$ cat src/rtl/ccirc_pkg.sv
// ----------------------------------------------------------------------------
// ccirc_pkg
// Widths and stage records shared by the circumcircle datapath.
// ----------------------------------------------------------------------------
package ccirc_pkg;

    localparam int CW   = 16;             // coordinate bits
    localparam int FRAC = 8;              // fraction bits of results
    localparam int DW   = CW + 1;         // coordinate difference
    localparam int PW   = 2 * DW;         // cross product term
    localparam int DWD  = PW + 2;         // twice the cross product (four times the signed area)
    localparam int SAW  = 2 * DW;         // squared edge length
    localparam int NXW  = SAW + DW + 1;   // centre numerator offset
    localparam int NUMW = NXW + 1;        // numerator before scaling
    localparam int NW   = NUMW + FRAC;    // scaled numerator
    localparam int DMW  = DWD;            // divisor magnitude
    localparam int QW   = 32;             // result width
    localparam int DSW  = DMW + QW - 1;   // shifted divisor
    localparam int HW   = NXW / 2;        // split for partial products
    localparam int RW   = 2 * NXW + 2 * FRAC;
    localparam int SQW  = RW / 2;         // square root width
    localparam int RRW  = SQW + 3;        // square root remainder

    typedef struct packed {
        logic [NW-1:0]  mag_x;
        logic [NW-1:0]  mag_y;
        logic           neg_x;
        logic           neg_y;
        logic [DMW-1:0] dmag;
        logic           deg;
    } t_ctx;

    typedef struct packed {
        logic [RW-1:0]  rad;
        logic [RRW-1:0] rem;
        logic [SQW-1:0] root;
        t_ctx           ctx;
    } t_sq;

    typedef struct packed {
        logic [NW-1:0]  rem_x;
        logic [NW-1:0]  rem_y;
        logic [NW-1:0]  rem_r;
        logic [QW-1:0]  q_x;
        logic [QW-1:0]  q_y;
        logic [QW-1:0]  q_r;
        logic [DSW-1:0] dsh;
        logic           neg_x;
        logic           neg_y;
        logic           ov_x;
        logic           ov_y;
        logic           ov_r;
        logic           deg;
    } t_dv;

endpackage

$ cat src/rtl/ccirc_sqrt_cell.sv
// ----------------------------------------------------------------------------
// ccirc_sqrt_cell
// One root bit of the integer square root per cell.
// ----------------------------------------------------------------------------
module ccirc_sqrt_cell (
    input  logic           i_clk,
    input  logic           i_rst_n,
    input  logic           i_en,
    input  logic           i_valid,
    input  ccirc_pkg::t_sq i_data,
    output logic           o_valid,
    output ccirc_pkg::t_sq o_data
);
    import ccirc_pkg::*;

    logic           r_valid;
    t_sq            r_data;
    t_sq            n_data;
    logic [RRW-1:0] w_rem, w_trial;

    always_comb begin
        w_rem   = {i_data.rem[RRW-3:0], i_data.rad[RW-1:RW-2]};
        w_trial = RRW'({i_data.root, 2'b01});
        n_data     = i_data;
        n_data.rad = i_data.rad << 2;
        if (w_rem >= w_trial) begin
            n_data.rem  = w_rem - w_trial;
            n_data.root = {i_data.root[SQW-2:0], 1'b1};
        end else begin
            n_data.rem  = w_rem;
            n_data.root = {i_data.root[SQW-2:0], 1'b0};
        end
    end

    always_ff @(posedge i_clk) begin
        if (!i_rst_n) begin
            r_valid <= 1'b0;
        end else if (i_en) begin
            r_valid <= i_valid;
        end
    end

    always_ff @(posedge i_clk) begin
        if (i_en) begin
            r_data <= n_data;
        end
    end

    assign o_valid = r_valid;
    assign o_data  = r_data;

endmodule

$ cat config.mk
export PLATFORM = sky130hd
export DESIGN_NAME = ccirc_sqrt_cell
export DESIGN_NICKNAME = d
export VERILOG_FILES = /design/src/rtl/ccirc_pkg.sv /design/src/rtl/ccirc_sqrt_cell.sv
export SDC_FILE = /design/constraint.sdc
export NUM_CORES = 1
export LEC_CHECK = 0
export BUFFER_PORTS_ARGS = -buffer_cell sky130_fd_sc_hd__buf_2
export CAP_MARGIN = 10
export CORE_AREA = 4 4 315 317
export CTS_CLUSTER_SIZE = 20
export DETAILED_ROUTE_END_ITERATION = 7
export DIE_AREA = 0 0 319 321
export GPL_TIMING_DRIVEN = 0
export SYNTH_ARGS = -nofsm -noshare
export SYNTH_HDL_FRONTEND = slang
export SYNTH_SLANG_ARGS = --single-unit
$ cat constraint.sdc
create_clock -name i_clk -period 6.4 [get_ports i_clk]
set_input_delay 1.28 -clock i_clk [delete_from_list [all_inputs] [get_ports i_clk]]
set_output_delay 1.28 -clock i_clk [all_outputs]
set_load 0.01 [all_outputs]
* Word-level counts from Yosys, hierarchy flattened
Cells that the tools add are included.
** Storage, ports and cells
- Word-level logic and storage cells :: 13
- Output and inout port bits :: 405
- Bits in registers :: 403
** Cells by class
- $lt $le $gt $ge :: 1
- Multiplexer cells :: 1
- Add/subtract/negate cells :: 1
** Operator list (count)
- $mux 123 :: 1
- $ge 63x62->1 :: 1
- $sub 63x62->63 :: 1

* Logic depth before layout (Yosys ltp)
- Word-level depth :: 2
- Depth in mapped cells :: 15

* Worst setup path after synthesis
Ideal clock, no wire load.
- Path type :: input to register
- Start :: input i_data[185] (netlist bit)
- End :: register r_data, in the netlist o_data[239] (data pin)
- Slack :: 1.831 ns
- Setup time :: 0.262 ns
- Arrival time :: 4.307 ns
- Buffers on the path :: 2
- Cell stages on the path :: 12
- Required time :: 6.138 ns
- Cells stage by stage :: inv_1 > ha_1 > buf_2 > nand2_1 > or4_4 > o221a_1 > and2_4 > or4_4 > a221oi_4 > a41oi_4 > buf_6 > mux2_1
** RTL lines
- start, declared :: RTL line ccirc_sqrt_cell.sv:10 : input ccirc_pkg::t_sq i_data,
- end signal, assigned :: RTL line ccirc_sqrt_cell.sv:45 : r_data <= n_data;
- end, declared :: RTL line ccirc_sqrt_cell.sv:17 : t_sq r_data;

==> impl_metrics.csv <==
group,metric,value,unit
yosys,synth.top_cells.by_area,"edfxtp_1, ha_1, o21ai_0",
drt,route.detailed.vias_per_inst,4.08,
power_and_ir_drop,power_density,312,mW/mm2
drt,vias,13700,
clock_network,clock_sink_count,403,
die,floorplan.die.height,321,um
critical_path,cp_buf_inv_count,3,
power_and_ir_drop,p_int,5.44,mW
layout,seq_area,0.0121,mm2
critical_path,critPathRequiredTime,6.76,ns
yosys,synthDominantCellAreaShare,72.1,%
critical_path,cp-start-kind,"primary input",
hold_path,hold_depth,2,
yosys,synth-adder-area-share,4.63,%
power_and_ir_drop,share_comb_of_total_power,16.5,%
yosys,post_synth.cell_area_avg,14.6,um2
yosys,synth-compound-area-share,10.2,%
power_and_ir_drop,vdd.ir_drop.worst,0.169,mV
yosys,synth_enable_flop_cells,402,
yosys,synth_seq_area_share,72.2,%
layout,post-route-util,25.2,%
clock_network,h-tree-depth,2,
critical_path,timing.critical_path.cells,"buf_2 > inv_1 > ha_1 > nand2_2 > or4_4 > nor2_1 > o2111ai_1 > and2_4 > or4_4 > a221oi_4 > a41oi_4 > clkbuf_1 > o31ai_1",
critical_path,reg2reg_depth,2,
clock_network,cts_resized,0,
sta,relSlewSlack,32.2,%
die,die-area,0.102,mm2
global_routing,number_of_antenna_violations_at_the_first_check_in_global_routing,97,
layout,final_cells,3361,
die,fp.dieW,319,um
yosys,ys_types,69,
yosys,syn_inst,1151,
critical_path,timing.critical_path.depth,13,
critical_path,largest_stage_delay_on_the_critical_path,0.59,ns
power_and_ir_drop,power.leakage,10.2,nW
sta,rsz0062_at_grt,"no",
critical_path,critical_path.most_common_cell,"or4_4",
place,dpl-instance-area,0.0225,mm2
layout,layout-drive-gt1-share,44.2,%
global_routing,grt_pass1_vias,13400,
yosys,synth_ff_type,"edfxtp_1",
clock_network,cts-root-buf,"clkbuf_16",
yosys,synthesis.area,0.0167,mm2
critical_path,critical_path.max_fanout,10,
clock_network,clock_latency,0.63,ns
place,io_buffers,808,
drt,drt_iter0_drc,957,
place,place_congestion,0.861,
drt,firstDrtPassIters,5,
sta,setup_violations,0,
power_and_ir_drop,power_switching_share,28.2,%
clock_network,ctsLongestPathBuffers,3,
yosys,synth_warnings,0,
critical_path,cp_top_family,"simple AND/OR/NAND/NOR gates",
yosys,synth_top_family_by_area,"compound AO/OA/AOI/OAI gates",
clock_network,tritoncts,"done",
clock_network,post-cts-setup-buffers,0,
critical_path,timing_worst_setup_path_type,"in2reg",
yosys,async_reset_ff_share,0,%
place,placed_instances,3239,
sta,final_min_period_over_clock_period,81.9,%
clock_network,numCtsBuffers,53,
critical_path,critPathCaptureType,"register",
place,hpwl,80.0,mm
power_and_ir_drop,power_share_of_the_sequential_group,42.9,%
layout,num-fill-cells,10300,
sta,hold_viol_final,0,
die,core_area,0.0963,mm2
sta,slew_violations,0,
global_routing,grt_first_pass_wirelength,121,mm
global_routing,grt.total_usage,17.5,%
critical_path,critical_path_arrival,5.60,ns
flow_run,max-cap-violations,0,
die,ios,813,
yosys,synthXorXnorAreaFrac,2.93,%
power_and_ir_drop,switchingPower,2.14,mW
layout,multiInputGateArea,0.00421,mm2
drt,wirelength,94.8,mm
global_routing,grt.overflow.total,0,
layout,final_design_area_no_fill,0.0243,mm2
critical_path,crit_slowest_cell,"or4_4",
sta,worst_clock_skew,0,ns
clock_network,path_clk_slew,0.07,ns
run_status,outcome,"completed",
yosys,ys_ff_latch,403,
power_and_ir_drop,share_of_total_power_in_the_clock_network,40.6,%
drt,wire_per_inst,28.2,um
sta,fmax,191,MHz
global_routing,maximum_number_of_pins_on_one_net_before_global_route_repair,123,
sta,period_needed,5.24,ns
layout,area_delta_synth_final,45.1,%
die,core.rowCount,114,
layout,design.final.nets,2488,
clock_network,post_cts_hold_buffer_count,0,
drt,detail-route-antenna-nets,0,
power_and_ir_drop,totalPowerFinal,7.58,mW
yosys,share_of_synthesized_area_spent_on_multiplexers,0.575,%
yosys,synth_top_cell_by_area,"edfxtp_1",
die,initial_core_util,17.4,%
hold_path,worst_hold_path_type,"reg2reg",
yosys,synthSimpleGateAreaFrac,6.79,%
sta,worstMarginPinSlew,1.01,ns
drt,drc,0,
sta,setup_total_negative_slack,0,ns
==> layout by cell type (no fill, tap or decap), types with 4 or more instances in the layout <==
master and instances:
and3_1 10, nor3_1 11, diode_2 24, mux2i_1 4, bufinv_16 7, nor2b_1 8, and4_1 4, a21o_1 24
a31oi_1 11, o21ai_0 83, inv_6 5, or3_1 4, nand4_1 16, xor2_1 28, o31ai_1 6, clkbuf_16 53
a21oi_1 70, nor2_1 33, xnor2_1 28, nor3b_1 6, edfxtp_1 402, o21a_1 15, nand2_1 105, o21bai_1 11
inv_1 77, a211oi_1 5, ha_1 62, clkinv_2 8, nand2b_1 5, clkbuf_1 34, clkinv_1 13, buf_2 812
clkinvlp_4 4, o21ai_1 8, nand3_1 14, and2_1 5
==> per-layer routing <==
layer	vias up	part of all wire [%]	global-route usage [%]
met5	-	0.24	0
met3	160	14	9.86
met1	6652	36	19.4
met4	36	3.0	4.32
met2	727	47	29.3
li1	6132	-	-
==> flip-flops by register name, summed over array words and instances (netlist names) <==
signal	flops
o_data	402
o_valid	1
==> cell type report <==
type                       count  area share (%)
buffer                        37           0.659
timing repair buffer         811            17.0
inverter                      77            1.19
antenna                       24           0.247
multi-input combinational    635            17.3
tap                         1276            6.57
sequential                   403            49.8
clock inverter                40            1.70
clock buffer                  58            5.53
==> power by group through the flow <==
| stage | sequential (mW) | clock [mW] | combinational [mW] |
|---|---|---|---|
| after global placement | 3.33 | 0 | 1.27 |
| after CTS | 3.25 | 3.19 | 1.29 |
| final | 3.25 | 3.07 | 1.25 |
| after floorplan | 3.44 | 0 | 0.392 |
| after global routing | 3.27 | 3.30 | 1.35 |
| after detailed placement | 3.30 | 0 | 1.28 |
==> final timing paths <==
check,from,end,slack (ns)
hold / removal,o_valid,o_valid,0.55
setup / recovery,i_data[188],o_data[279],1.16
hold reg to reg,o_valid,o_valid,0.55
setup reg to reg,o_valid,o_valid,5.79
==> metrics by stage <==
stage / hold slack [ns] / setup slack, ns
detailed placement: 0.529 / 0.354
finish: 0.551 / 1.16
floorplan: 0.538 / 1.83
CTS: 0.548 / 1.03
global route: 0.571 / 0.780
global placement: 0.503 / -2.57
==> logic make-up (layout without fill, tap and decap cells) <==
group,Yosys count,count (layout)
AO/OA/AOI/OAI,271,271
buffers and inverters,114,1023
flip-flops,403,403
multiplexers,9,9
XOR/XNOR,56,56
other,1,26
adder cells (fa/ha/maj),62,62
AND/OR/NAND/NOR,235,235
==> worst register-to-register path, delay by kind of cell, from the launching register on <==
| kind | cells | cell delay [ns] |
|---|---|---|
| flip-flops | 1 | 0.32 |
| multiplexers | 1 | 0.13 |
| AND/OR/NAND/NOR | 1 | 0.06 |
==> Yosys cell counts, types with 5 or more instances <==
cell type,count
and2_1,5
nor2_1,33
nand4_1,16
xor2_1,28
o21a_1,15
nand3_1,14
clkbuf_1,29
o21ai_0,83
o21ai_1,8
nand2b_1,5
a31oi_1,11
a21o_1,24
o21bai_1,11
edfxtp_1,402
buf_2,5
nor3b_1,6
nor2b_1,8
nor3_1,11
and3_1,10
nand2_1,105
o31ai_1,6
inv_1,77
xnor2_1,28
ha_1,62
a211oi_1,5
a21oi_1,70
(Power assumes the default switching activity.)
