--- config.mk ---
export PLATFORM = sky130hd
export DESIGN_NAME = ccirc_div_cell
export DESIGN_NICKNAME = d
export VERILOG_FILES = /design/src/rtl/ccirc_pkg.sv /design/src/rtl/ccirc_div_cell.sv
export SDC_FILE = /design/constraint.sdc
export NUM_CORES = 1
export LEC_CHECK = 0
export ABC_AREA = 1
export BUFFER_PORTS_ARGS = -buffer_cell sky130_fd_sc_hd__buf_4
export CORE_AREA = 2 2 278 280
export DETAILED_ROUTE_END_ITERATION = 16
export DIE_AREA = 0 0 280 282
export PLACE_DENSITY = 0.62
export SYNTH_ARGS = -nofsm -noshare
export SYNTH_HDL_FRONTEND = slang
export SYNTH_SLANG_ARGS = --single-unit
--- constraint.sdc ---
create_clock -name i_clk -period 2.8 [get_ports i_clk]
set_input_delay 0.56 -clock i_clk [delete_from_list [all_inputs] [get_ports i_clk]]
set_output_delay 0.56 -clock i_clk [all_outputs]
set_load 0.02 [all_outputs]
--- src/rtl/ccirc_pkg.sv ---
// ----------------------------------------------------------------------------
// ccirc_pkg
// Widths and stage records shared by the circumcircle datapath.
// ----------------------------------------------------------------------------
package ccirc_pkg;

    localparam int CW   = 16;             // coordinate bits
    localparam int FRAC = 8;              // fraction bits of results
    localparam int DW   = CW + 1;         // coordinate difference
    localparam int PW   = 2 * DW;         // cross product term
    localparam int DWD  = PW + 2;         // twice the cross product (four times the signed area)
    localparam int SAW  = 2 * DW;         // squared edge length
    localparam int NXW  = SAW + DW + 1;   // centre numerator offset
    localparam int NUMW = NXW + 1;        // numerator before scaling
    localparam int NW   = NUMW + FRAC;    // scaled numerator
    localparam int DMW  = DWD;            // divisor magnitude
    localparam int QW   = 32;             // result width
    localparam int DSW  = DMW + QW - 1;   // shifted divisor
    localparam int HW   = NXW / 2;        // split for partial products
    localparam int RW   = 2 * NXW + 2 * FRAC;
    localparam int SQW  = RW / 2;         // square root width
    localparam int RRW  = SQW + 3;        // square root remainder

    typedef struct packed {
        logic [NW-1:0]  mag_x;
        logic [NW-1:0]  mag_y;
        logic           neg_x;
        logic           neg_y;
        logic [DMW-1:0] dmag;
        logic           deg;
    } t_ctx;

    typedef struct packed {
        logic [RW-1:0]  rad;
        logic [RRW-1:0] rem;
        logic [SQW-1:0] root;
        t_ctx           ctx;
    } t_sq;

    typedef struct packed {
        logic [NW-1:0]  rem_x;
        logic [NW-1:0]  rem_y;
        logic [NW-1:0]  rem_r;
        logic [QW-1:0]  q_x;
        logic [QW-1:0]  q_y;
        logic [QW-1:0]  q_r;
        logic [DSW-1:0] dsh;
        logic           neg_x;
        logic           neg_y;
        logic           ov_x;
        logic           ov_y;
        logic           ov_r;
        logic           deg;
    } t_dv;

endpackage

--- src/rtl/ccirc_div_cell.sv ---
// ----------------------------------------------------------------------------
// ccirc_div_cell
// One quotient bit for the x, y and radius lanes per cell.
// ----------------------------------------------------------------------------
module ccirc_div_cell (
    input  logic           i_clk,
    input  logic           i_rst_n,
    input  logic           i_en,
    input  logic           i_valid,
    input  ccirc_pkg::t_dv i_data,
    output logic           o_valid,
    output ccirc_pkg::t_dv o_data
);
    import ccirc_pkg::*;

    logic r_valid;
    t_dv  r_data;
    t_dv  n_data;
    logic w_bx, w_by, w_br;

    always_comb begin
        w_bx = DSW'(i_data.rem_x) >= i_data.dsh;
        w_by = DSW'(i_data.rem_y) >= i_data.dsh;
        w_br = DSW'(i_data.rem_r) >= i_data.dsh;
        n_data       = i_data;
        n_data.dsh   = i_data.dsh >> 1;
        n_data.q_x   = {i_data.q_x[QW-2:0], w_bx};
        n_data.q_y   = {i_data.q_y[QW-2:0], w_by};
        n_data.q_r   = {i_data.q_r[QW-2:0], w_br};
        n_data.rem_x = w_bx ? NW'(DSW'(i_data.rem_x) - i_data.dsh) : i_data.rem_x;
        n_data.rem_y = w_by ? NW'(DSW'(i_data.rem_y) - i_data.dsh) : i_data.rem_y;
        n_data.rem_r = w_br ? NW'(DSW'(i_data.rem_r) - i_data.dsh) : i_data.rem_r;
    end

    always_ff @(posedge i_clk) begin
        if (!i_rst_n) begin
            r_valid <= 1'b0;
        end else if (i_en) begin
            r_valid <= i_valid;
        end
    end

    always_ff @(posedge i_clk) begin
        if (i_en) begin
            r_data <= n_data;
        end
    end

    assign o_valid = r_valid;
    assign o_data  = r_data;

endmodule

After elaboration in Yosys (flattened, before gate mapping)
Cells that the tools add are included.
{"block": "totals", "reg_bits": 352}
{"block": "op_classes", "order_cmp": 3, "add_sub_neg": 3, "muxes": 3}
{"op": "greater-or-equal comparator 61 x 67 -> 1 bit", "count": 3}
{"op": "2-to-1 mux 61 bit", "count": 3}
{"op": "subtractor 61 bit", "count": 3}

Depth between registers and ports, before layout
Gate-level depths: netlist (run 1).
{"block": "depth", "depth_word": 2, "depth_mapped": 19}

Worst setup path before layout (run 1)
No wires, ideal clock.
{"block": "synth_path", "path_type": "input-to-reg", "start": "in i_data[54] (netlist name)", "end": "reg r_data (netlist bit o_data[233]), data pin", "cell_stages": 14, "n_path_buf": 2, "t_arrival_ns": 2.246, "slack_ns": 0.301, "cell_sequence": "inv_1 > ha_1 > a21oi_1 > o21ai_1 > a21oi_1 > nand2_1 > nand2_2 > inv_2 > nor2_8 > nand2_8 > buf_12 > buf_6 > o21ai_1 > inv_1"}
{"element": "from (decl)", "line_no": "ccirc_div_cell.sv:10", "source": "input ccirc_pkg::t_dv i_data,"}
{"element": "to (signal assigned)", "line_no": "ccirc_div_cell.sv:45", "source": "r_data <= n_data;"}
{"element": "to (decl)", "line_no": "ccirc_div_cell.sv:17", "source": "t_dv r_data;"}

==> results of run 1 <==
critical path: cells and delay by family:
kind,cells,cell delay [ps]
and+or+nand+nor,11,1220
adders and majority gates,1,310
buffers and inverters,5,830
synthesized netlist by cell type, types with 2 or more instances:
cell type     n  share of area, %
nand2_1    1882                24
xnor2_1      30              0.88
o21a_1        2             0.050
nand3b_1     59               1.5
buf_6        12              0.45
nor2_2       22              0.46
nand2_4       3              0.11
nand4_2       2             0.084
inv_1       889                11
buf_2        13              0.22
a21boi_0      2             0.050
a21oi_1     163               2.7
nor3_2        2             0.067
and2_1        8              0.17
inv_2        12              0.15
nand3_2       4              0.13
nor3_1       29              0.49
xor2_1       72               2.1
nand3_1     246               4.1
nor2_4        4              0.15
fa_1          3              0.20
nor2_1      283               3.6
o21ai_0      53              0.89
o21bai_1     27              0.68
nand2_2      16              0.34
or2_2         2             0.042
buf_12        2              0.13
clkbuf_1      8              0.10
and3_1        2             0.042
ha_1        183               7.7
buf_4         9              0.23
o21ai_2       4              0.12
edfxtp_1    351                35
nand4_1      41              0.86
o21ai_1      27              0.45
nor4_1        6              0.13
layer usage:
| metal | vias to the layer above | share of wire (%) | track usage (%) |
|---|---|---|---|
| met1 | 15636 | 39 | 39.0 |
| met3 | 304 | 7.5 | 5.36 |
| met5 | - | 0.062 | 0 |
| li1 | 17021 | - | - |
| met4 | 12 | 5.3 | 16.5 |
| met2 | 1367 | 48 | 57.8 |
timing repair:
action,4_1_cts,5_1_grt
resized for setup,0,2
setup buffers,0,0
endpoints found under the setup margin,0,6
state kept, by name (all words and copies together) (netlist names):
name     count
o_data     351
o_valid      1
worst max path at each step:
stage / end / slack [ps] / startpoint
global route: o_data[328]$_DFFE_PP_ / 30 / i_data[41]
CTS: o_data[283]$_DFFE_PP_ / 180 / i_data[48]
global placement: o_data[283]$_DFFE_PP_ / -400 / i_data[48]
floorplan: o_data[233]$_DFFE_PP_ / 300 / i_data[54]
finish: o_data[349]$_DFFE_PP_ / 190 / i_data[53]
detailed placement: o_data[283]$_DFFE_PP_ / -450 / i_data[48]
kinds of logic (layout without fill, tap and decap cells):
logic type / after synthesis / count (layout) / synth area share [%]
other cells: 1 / 10 / 0.0126
simple gates: 2615 / 2615 / 36.2
fa+ha+maj: 186 / 186 / 7.88
buf+inv: 945 / 2524 / 12.5
compound gates: 279 / 279 / 5.01
xor+xnor: 102 / 102 / 3.00
flops: 352 / 352 / 35.4
power breakdown:
part | switching, mW | internal [mW]
sequential | 0.171 | 6.28
clock | 2.45 | 3.34
combinational | 3.97 | 3.16
total | 6.59 | 12.8
through the flow:
stage / setup WS, ps / area (um^2)
floorplan: 301 / 29800
global placement: -403 / 42700
detailed placement: -448 / 42700
CTS: 177 / 44100
global route: 29.2 / 44200
finish: 186 / 44200
cell type report:
class / count / share of cell area [%]
multi-input cells: 3183 / 35.2
repair buffers: 1551 / 27.3
flip-flops and latches: 352 / 23.9
inverters: 901 / 7.66
well taps: 978 / 2.77
clock buffers: 47 / 2.42
clock inverters: 25 / 0.759
diodes: 9 / 0.0510
==> results by group, run 1 <==
Floorplanning
  • Placeable Area: around 0.076 mm^2
  • Cell Rows: 101
  • Die Span Y: 282 um
  • Initial Util: 39.4%
  • DIE WIDTH: between 200 and 300 um
  • Full die area: a little under 0.08 mm^2
  • I/O Pins: 709

Worst hold path
  • Hold path cells: 1
  • Hold path startpoint: i_data[89]
  • Worst Hold End: o_data[90]$_DFFE_PP_
  • Class of the worst hold path: in -> reg

Place
  • Buffers on Ports: between 700 and 800
  • GP Congestion: 1.02
  • Post-DP HPWL: approximately 120 mm
  • Cells after DPL: 6965

STA
  • Maximum clock rate: 383 MHz
  • Final Skew: 0 ps
  • Final worst-path cycle share: approximately 93%
  • Final hold slack: 133 ps
  • Setup TNS: 0 ps
  • Worst-margin pin slew: 533 ps
  • Crit path time final: 2610 ps
  • Final hold viol count: 0
  • Final max-slew violation count: 0
  • RSZ-0062 raised after global routing: no
  • # setup viols final: 0
  • Max_slew headroom: 64.5%

Yosys
  • Synth Net Count: 5022
  • Main flop type after synthesis: edfxtp_1
  • Mean Syn Cell Area: ~6.7 um^2
  • Mapped Area: 0.0298 mm^2
  • Synth cell types: 43
  • Post-synth EDFFs: 351
  • Asr flop ratio synth: 0%
  • FF+latch count, synth: 352
  • Seq/Total Area, Yosys: 35.4%
  • Synth Warn #: 0
  • Synth Instances: 4480

Route
  • TritonRoute pass-1 iters: 7
  • Post-Route WL: 135 mm
  • Vias per cell: 4.87
  • Total number of vias: roughly 34000
  • WL/cell: 19.1 um
  • Initial detailed-routing violation count: between 2000 and 3000
  • Remaining DRCs: 0
  • Number of routed nets with antenna violations: 0

Finish
  • Final cell count without fillers: 7046
  • Layout overhead on the synthesized area: 48.2%
  • Most frequent cells in the layout: 1882 x nand2_1, 1518 x buf_4, 889 x inv_1, 351 x edfxtp_1, 283 x nor2_1
  • Storage element area: 0.0106 mm^2
  • Final core utilization: 58.4%
  • Nets: between 6000 and 7000
  • Leading cell type in the layout, fill and taps excluded: nand2_1
  • Fillcell total: around 7300
  • Multi-input logic area: 0.0155 mm^2
  • Layout cells sized above 1: 27.9%

Worst setup path
  • R2R cell count: 2
  • R2r startpoint: o_valid$_SDFFE_PN0P_
  • FF-to-FF setup slack: 2120 ps
  • WS Path Type: in -> reg
  • Crit-path most repeated cell: nand2_1
  • Critical path required time: 3140 ps
  • CP max FO: 24
  • RR Endpoint: o_valid$_SDFFE_PN0P_
  • Worst EP arrival: 2950 ps
  • Critical path endpoint category: flop
  • Slowest stage delay, CP: 320 ps
  • Critical path launch point type: input port
  • Cell breakdown of the critical path: buf_4 -> inv_1 -> ha_1 -> nand2_1 -> inv_1 -> nand2_1 -> nor2_1 -> nand2_1 -> nor2_1 -> nand4_1 -> nand2_1 -> nor2_1 -> nand2_2 -> inv_2 -> buf_4 -> nand2_1 -> nand2_1
  • Slowest-stage cell, CP: inv_1

Global route
  • Grt total ovfl: 0
  • Overall routing resource usage: 32.9%
  • Vias in the first global route: between 30000 and 40000
  • Largest net degree at the start of global routing: 72
  • Initial antenna violation count: 19
  • First-pass GRT wire length: 193 mm

Clocking
  • CTS tree: yes
  • Clk_lat worst skew: around 600 ps
  • CTS sink count: 352
  • Clock root cell: clkbuf_16
  • Cts bufs inserted: 42
  • Max clock buf depth: 3
  • # hold bufs at CTS: 0
  • H-tree depth: 2
  • Clock-pin slew on the worst setup and hold paths: about 60 ps

Pwr
  • VDD IR max: 393 uV
  • Power Density: 438 mW/mm^2
  • Leakage: 24.7 nW
  • Tot Pwr: 19.4 mW

Flow run
  • Max Cap Viol: 0

Outcome
  • Outcome: complete, no violations
Note: power is estimated with default switching activity, not from simulation.
==> inputs of run 2 (changes only) <==
Settings changed: BUFFER_PORTS_ARGS -buffer_cell sky130_fd_sc_hd__buf_4 to -buffer_cell sky130_fd_sc_hd__buf_2.
==> run 2 against run 1 <==
  * Wire length rose by 2.8%
  * Register-to-register slack better by 50 ps
  * Sequential share of layout area is 0.53 points higher
  * Final area fell by 2.2%
  * Largest power group unchanged
==> results by group, run 2 (synthesized netlist as in run 1, its figures left out) <==
Outcome
  • Outcome: complete, no violations

Finish
  • Leading cell type in the layout, fill and taps excluded: nand2_1
  • Fillcell total: 7531 (+3.4%)
  • Finished Cell Area: 0.0432 mm^2 (-2.2%)
  • Storage element area: 0.0106 mm^2 (unchanged)
  • Multi-input logic area: 0.0155 mm^2 (about the same)
  • Final cell count without fillers: 7138 (+1.3%)
  • Layout overhead on the synthesized area: 45.0%
  • Final core utilization: 57.1% (-1.3 points)
  • Most frequent cells in the layout: 1882 x nand2_1, 889 x inv_1, 885 x buf_4, 703 x buf_2, 351 x edfxtp_1
  • Max reg flops: 351 (unchanged)
  • Layout cells sized above 1: 28.9% (+1.0 points)
  • Nets: 6655 (+1.2%)

Clocking
  • # hold bufs at CTS: 0 (unchanged)
  • CTS tree: yes
  • Clock root cell: clkbuf_16
  • Max clock buf depth: 3 (unchanged)
  • CTS sink count: 352 (unchanged)
  • Cts bufs inserted: 42 (unchanged)
  • Clock-pin slew on the worst setup and hold paths: 60 ps (about the same)
  • Postcts setup bufs: 0 (unchanged)
  • Clk_lat worst skew: 590 ps (about the same)
  • H-tree depth: 2 (unchanged)

Worst setup path
  • Cell breakdown of the critical path: buf_2 -> inv_1 -> ha_1 -> nand2_1 -> nor2_1 -> nand2_1 -> inv_2 -> nand2_1 -> nor2_1 -> nand4_1 -> nand2_1 -> nor2_1 -> nand2_2 -> inv_2 -> buf_12 -> nand2_1 -> nand2_1
  • Slowest-stage cell, CP: ha_1
  • Crit-path most repeated cell: nand2_1
  • WS Path Type: in -> reg
  • CP max FO: 24 (unchanged)
  • Critical path endpoint category: flop
  • Critical path launch point type: input port
  • FF-to-FF setup slack: 2170 ps (+50 ps)
  • Slowest stage delay, CP: 420 ps (+100 ps)
  • CP delay by family, top: simple AND/OR/NAND/NOR gates
  • RR Endpoint: o_valid$_SDFFE_PN0P_
  • R2r startpoint: o_valid$_SDFFE_PN0P_
  • Bufs and invs on worst path: 5 (unchanged)
  • R2R cell count: 2 (unchanged)
  • Number of cells on the critical path: 17 (unchanged)
  • Critical path required time: 3100 ps (-40 ps)
  • Worst EP arrival: 2980 ps (+30 ps)
  • CP endpoint: o_data[334]$_DFFE_PP_
  • Worst setup path startpoint: i_data[36]

Pwr
  • Power Density: 442 mW/mm^2 (+0.87%)
  • Combinational fraction of design power: 36.2% (-0.6 points)
  • Leakage: 24.6 nW (-0.60%)
  • VDD IR max: 404 uV (+2.7%)
  • Psw: 6.62 mW (+0.39%)
  • Part of the power in registers: 33.7% (+0.4 points)
  • Net Sw Frac: 34.6% (+0.59 points)
  • Tot Pwr: 19.1 mW (-1.3%)
  • Internal: 12.5 mW (-2.2%)
  • Clock share of power: 30.1% (+0.2 points)

STA
  • Final hold viol count: 0 (unchanged)
  • Maximum clock rate: 373 MHz (-2.5%)
  • Crit path time final: 2680 ps (+66.5 ps)
  • RSZ-0062 raised after global routing: no
  • Max_slew headroom: 63.7% (-0.77 points)
  • Worst-margin pin slew: 539 ps (+5.92 ps)
  • Final Skew: 0 ps (unchanged)
  • # setup viols final: 0 (unchanged)
  • Setup TNS: 0 ps (unchanged)
  • Final max-slew violation count: 0 (unchanged)
  • Final worst-path cycle share: 95.7% (+2.4 points)

Global route
  • Initial antenna violation count: 25 (+6)
  • Vias in the first global route: 32948 (-0.042%)
  • Largest net degree at the start of global routing: 61 (-15%)
  • Overall routing resource usage: 34.2% (+1.2 points)
  • Grt total ovfl: 0 (unchanged)
  • First-pass GRT wire length: 197 mm (+2.4%)

Floorplanning
  • I/O Pins: 709 (unchanged)
  • Placeable Area: 0.0757 mm^2 (unchanged)
  • Full die area: 0.0790 mm^2 (unchanged)
  • Cell Rows: 101 (unchanged)
  • DIE WIDTH: 280 um (unchanged)
  • Initial Util: 39.4% (unchanged)
  • Die Span Y: 282 um (unchanged)

Place
  • Cell Area, Placed: 0.0417 mm^2 (-2.3%)
  • Post-DP HPWL: 121 mm (+4.3%)
  • Buffers on Ports: 704 (unchanged)
  • GP Congestion: 1.00 (-1.7%)
  • Cells after DPL: 7047 (+1.2%)

Route
  • Post-Route WL: 138 mm (+2.8%)
  • Initial detailed-routing violation count: 2313 (-14%)
  • Total number of vias: 34264 (-0.22%)
  • Vias per cell: 4.80 (-1.5%)
  • Highest Signal Layer: met5
  • DR WL met3: 8.44 mm (-16%)
  • Number of routed nets with antenna violations: 0 (unchanged)
  • Met1 Wirelength: 55.4 mm (+6.5%)
  • Remaining DRCs: 0 (unchanged)
  • WL/cell: 19.4 um (+1.5%)
  • TritonRoute pass-1 iters: 6 (-1)
  • Met2 routed WL: 67.8 mm (+3.9%)

Worst hold path
  • Class of the worst hold path: in -> reg

Flow run
  • Max Cap Viol: 0 (unchanged)
-- run 2: changes by cell type in the layout (fill, tap and decap cells not counted), sizes merged --
| cell | previous run | this run |
|---|---|---|
| clkinv | 12 | 11 |
| bufinv | 6 | 5 |
| inv | 906 | 907 |
| diode | 9 | 13 |
| clkinvlp | 2 | 4 |
| clkbuf | 47 | 52 |
| buf | 1551 | 1633 |
-- run 2: power by group through the flow --
stage	Clock (mW)	Sequential, mW	Combinational, mW
global placement	0	6.52	6.81
floorplan	0	7.05	2.66
global route	6.02	6.46	7.52
finish	5.75	6.43	6.92
detailed placement	0	6.53	6.85
CTS	5.84	6.42	6.88
-- run 2: worst min path at each step --
stage                                     from                     to  slack, ps  cells past startpoint
after CTS                           i_data[88]   o_data[89]$_DFFE_PP_         90                      1
final                              i_data[126]  o_data[127]$_DFFE_PP_        120                      1
after global routing               i_data[109]  o_data[110]$_DFFE_PP_        100                      1
after floorplan           o_valid$_SDFFE_PN0P_   o_valid$_SDFFE_PN0P_        610                      2
after detailed placement  o_valid$_SDFFE_PN0P_   o_valid$_SDFFE_PN0P_        530                      2
after global placement    o_valid$_SDFFE_PN0P_   o_valid$_SDFFE_PN0P_        520                      2
-- run 2: area by class of cell --
class | instances | area share [%]
multi-input combinational | 3183 | 35.9
timing repair buffer | 1633 | 25.6
sequential | 352 | 24.4
inverter | 901 | 7.83
tap | 978 | 2.83
clock buffer | 52 | 2.57
clock inverter | 26 | 0.756
antenna | 13 | 0.0753
-- run 2: stage by stage --
stage	hold WS [ps]	setup WS [ps]
CTS	90.2	123
finish	119	120
detailed placement	528	-474
global placement	516	-422
floorplan	606	301
global route	105	3.78
-- run 2: layer usage --
metal	up-vias	GRT usage [%]
met1	15640	41.0
met4	20	16.2
met3	248	4.86
li1	17184	-
met2	1172	60.2
met5	-	0
-- run 2: what timing repair did --
item,CTS,global route
gates resized for setup,0,2
setup endpoints to repair,0,7
hold endpoints to repair,0,0
==> inputs of run 3 (changes only) <==
Settings changed: SKIP_LAST_GASP set to 1.
Clock period 2.8 ns to 2.5 ns, I/O delays scaled along.
==> run 3 against run 2 <==
  * The flow now finishes with violations (negative setup slack)
  * Critical path depth increased by 1
  * Worst hold slack got worse by 54 ps
  * Die area unchanged
  * Combinational power rose by 20%
  * Largest cell class unchanged
==> results by group, run 3 (synthesized netlist as in run 1, its figures left out) <==
Outcome
  • Outcome: finished, violations left
  • Violated checks: negative setup slack

Finish
  • Leading cell type in the layout, fill and taps excluded: nand2_1
  • Fillcell total: 7335 (-2.6%)
  • Finished Cell Area: 0.0454 mm^2 (+5.2%)
  • Nets: 6748 (+1.4%)
  • Layout cells sized above 1: 33.9% (+5.0 points)
  • Layout overhead on the synthesized area: 52.5%
  • Max reg flops: 351 (unchanged)
  • Most frequent cells in the layout: 1821 x nand2_1, 960 x buf_4, 848 x inv_1, 699 x buf_2, 351 x edfxtp_1

STA
  • Final Skew: 0 ps (unchanged)
  • Maximum clock rate: 392 MHz
  • Final worst-path cycle share: 102%
  • Final hold slack: 65.5 ps (-53.8 ps)
  • RSZ-0062 raised after global routing: yes
  • # setup viols final: 19 (+19)
  • Setup TNS: -464 ps (-464 ps)
  • Final setup margin: -52.5 ps (-172 ps)
  • Crit path time final: ~2600 ps
  • Final max-slew violation count: 0 (unchanged)
  • Final hold viol count: 0 (unchanged)

Worst hold path
  • Class of the worst hold path: in -> reg

Worst setup path
  • Bufs and invs on worst path: 6 (+1)
  • Cell breakdown of the critical path: buf_2 -> clkinvlp_4 -> buf_12 -> ha_4 -> nand2_1 -> nor2_2 -> nand2_2 -> nor2_4 -> buf_6 -> and2_4 -> nand2_2 -> nand3_4 -> nor2_8 -> nand2_8 -> clkinv_8 -> clkbuf_16 -> nand2_1 -> o21ai_1
  • RR Endpoint: o_valid$_SDFFE_PN0P_
  • FF-to-FF setup slack: 1870 ps (-300 ps)
  • Critical path endpoint category: flop
  • R2r startpoint: o_valid$_SDFFE_PN0P_
  • Worst setup path startpoint: i_data[36]
  • WS Path Type: in -> reg
  • Critical path launch point type: input port
  • Critical path required time: 2830 ps (-270 ps)
  • Slowest-stage cell, CP: ha_4
  • Worst EP arrival: 2890 ps (-90 ps)
  • CP delay by family, top: buffers and inverters
  • CP max FO: 15 (-38%)
  • Number of cells on the critical path: 18 (+1)
  • CP endpoint: o_data[241]$_DFFE_PP_
  • R2R cell count: 2 (unchanged)
  • Slowest stage delay, CP: 280 ps (-140 ps)

Route
  • Remaining DRCs: 0 (unchanged)
  • Post-Route WL: 145 mm (+4.7%)
  • WL/cell: 20.0 um (+3.4%)
  • Total number of vias: 35127 (+2.5%)
  • Vias per cell: 4.86 (+1.3%)
  • Initial detailed-routing violation count: 2491 (+7.7%)
  • Number of routed nets with antenna violations: 0 (unchanged)
  • TritonRoute pass-1 iters: 6 (unchanged)

Clocking
  • H-tree depth: 2 (unchanged)
  • CTS sink count: 352 (unchanged)
  • CTS tree: yes
  • Clock-pin slew on the worst setup and hold paths: 70 ps (about the same)
  • Cts bufs inserted: 41 (-2.4%)
  • Max clock buf depth: 3 (unchanged)
  • Clock root cell: clkbuf_16
  • Clk_lat worst skew: 590 ps (about the same)

Floorplanning
  • DIE WIDTH: 280 um (unchanged)
  • Full die area: 0.0790 mm^2 (unchanged)
  • Placeable Area: 0.0757 mm^2 (unchanged)
  • Cell Rows: 101 (unchanged)
  • Die Span Y: 282 um (unchanged)
  • I/O Pins: 709 (unchanged)
  • Initial Util: 39.4% (unchanged)

Place
  • Place WS: -747 ps (-273 ps)
  • Post-DP HPWL: 124 mm (+2.4%)
  • GP Congestion: 1.00 (about the same)
  • Cell Area, Placed: 0.0419 mm^2 (+0.35%)
  • Buffers on Ports: 704 (unchanged)

Pwr
  • Leakage: 25.0 nW (+1.8%)
  • Power Density: 474 mW/mm^2 (+7.3%)
  • VDD IR max: 441 uV (+9.2%)
  • Tot Pwr: 21.6 mW (+13%)

Global route
  • First-pass GRT wire length: 201 mm (+1.8%)
  • Vias in the first global route: 33446 (+1.5%)
  • Initial antenna violation count: 20 (-20%)
  • Grt total ovfl: 0 (unchanged)
  • Overall routing resource usage: 34.8% (+0.61 points)
  • Largest net degree at the start of global routing: 67 (+9.8%)

Flow run
  • Max Cap Viol: 0 (unchanged)
run 3: repair_timing:
| action | 4_1_cts | 5_1_grt |
|---|---|---|
| hold buffers | 0 | 0 |
| pin swaps | 0 | 60 |
| endpoints found under the hold margin | 0 | 0 |
| endpoints found under the setup margin | 144 | 183 |
| cloned | 0 | 9 |
| setup buffers | 0 | 41 |
| gates resized for setup | 9 | 309 |
run 3: layout make-up:
class	count	area [um^2]	share of cell area (%)
Inverter	901	3500	7.69
Clock inverter	25	263	0.578
Clock buffer	51	1060	2.34
Multi-Input combinational cell	3183	16900	37.2
Antenna cell	8	20.0	0.0440
Sequential cell	352	10600	23.2
Tap cell	978	1220	2.69
Timing Repair Buffer	1726	11900	26.2
Timing Repair inverter	1	8.76	0.0193
run 3: metrics by stage:
stage	instances	util, %
floorplan	4480	-
global placement	7093	55.3
detailed placement	7093	55.3
CTS	7169	57.1
global route	7224	60.0
finish	7225	60.0
run 3: power by group:
group / switching [mW] / total [mW] / internal [mW]
clock: 2.65 / 6.04 / 3.38
combinational: 4.80 / 8.32 / 3.52
sequential: 0.171 / 7.20 / 7.03
run 3: routing by layer:
| layer | routed length, um | part of all wire, % | global-route usage, % | vias to the layer above |
|---|---|---|---|---|
| met5 | 80 | 0.055 | 0 | - |
| met4 | 7110 | 4.9 | 16.0 | 14 |
| met3 | 8340 | 5.8 | 4.33 | 266 |
| met2 | 71300 | 49 | 62.0 | 1232 |
| met1 | 58000 | 40 | 41.7 | 16239 |
| li1 | - | - | - | 17376 |
run 3: worst min-delay path by stage:
stage | end | startpoint | cells after the start
after floorplan | o_valid$_SDFFE_PN0P_ | i_en | 1
after global placement | o_valid$_SDFFE_PN0P_ | o_valid$_SDFFE_PN0P_ | 2
after detailed placement | o_valid$_SDFFE_PN0P_ | o_valid$_SDFFE_PN0P_ | 2
after CTS | o_data[131]$_DFFE_PP_ | i_data[130] | 1
after global routing | o_data[131]$_DFFE_PP_ | i_data[130] | 1
final | o_data[117]$_DFFE_PP_ | i_data[116] | 1
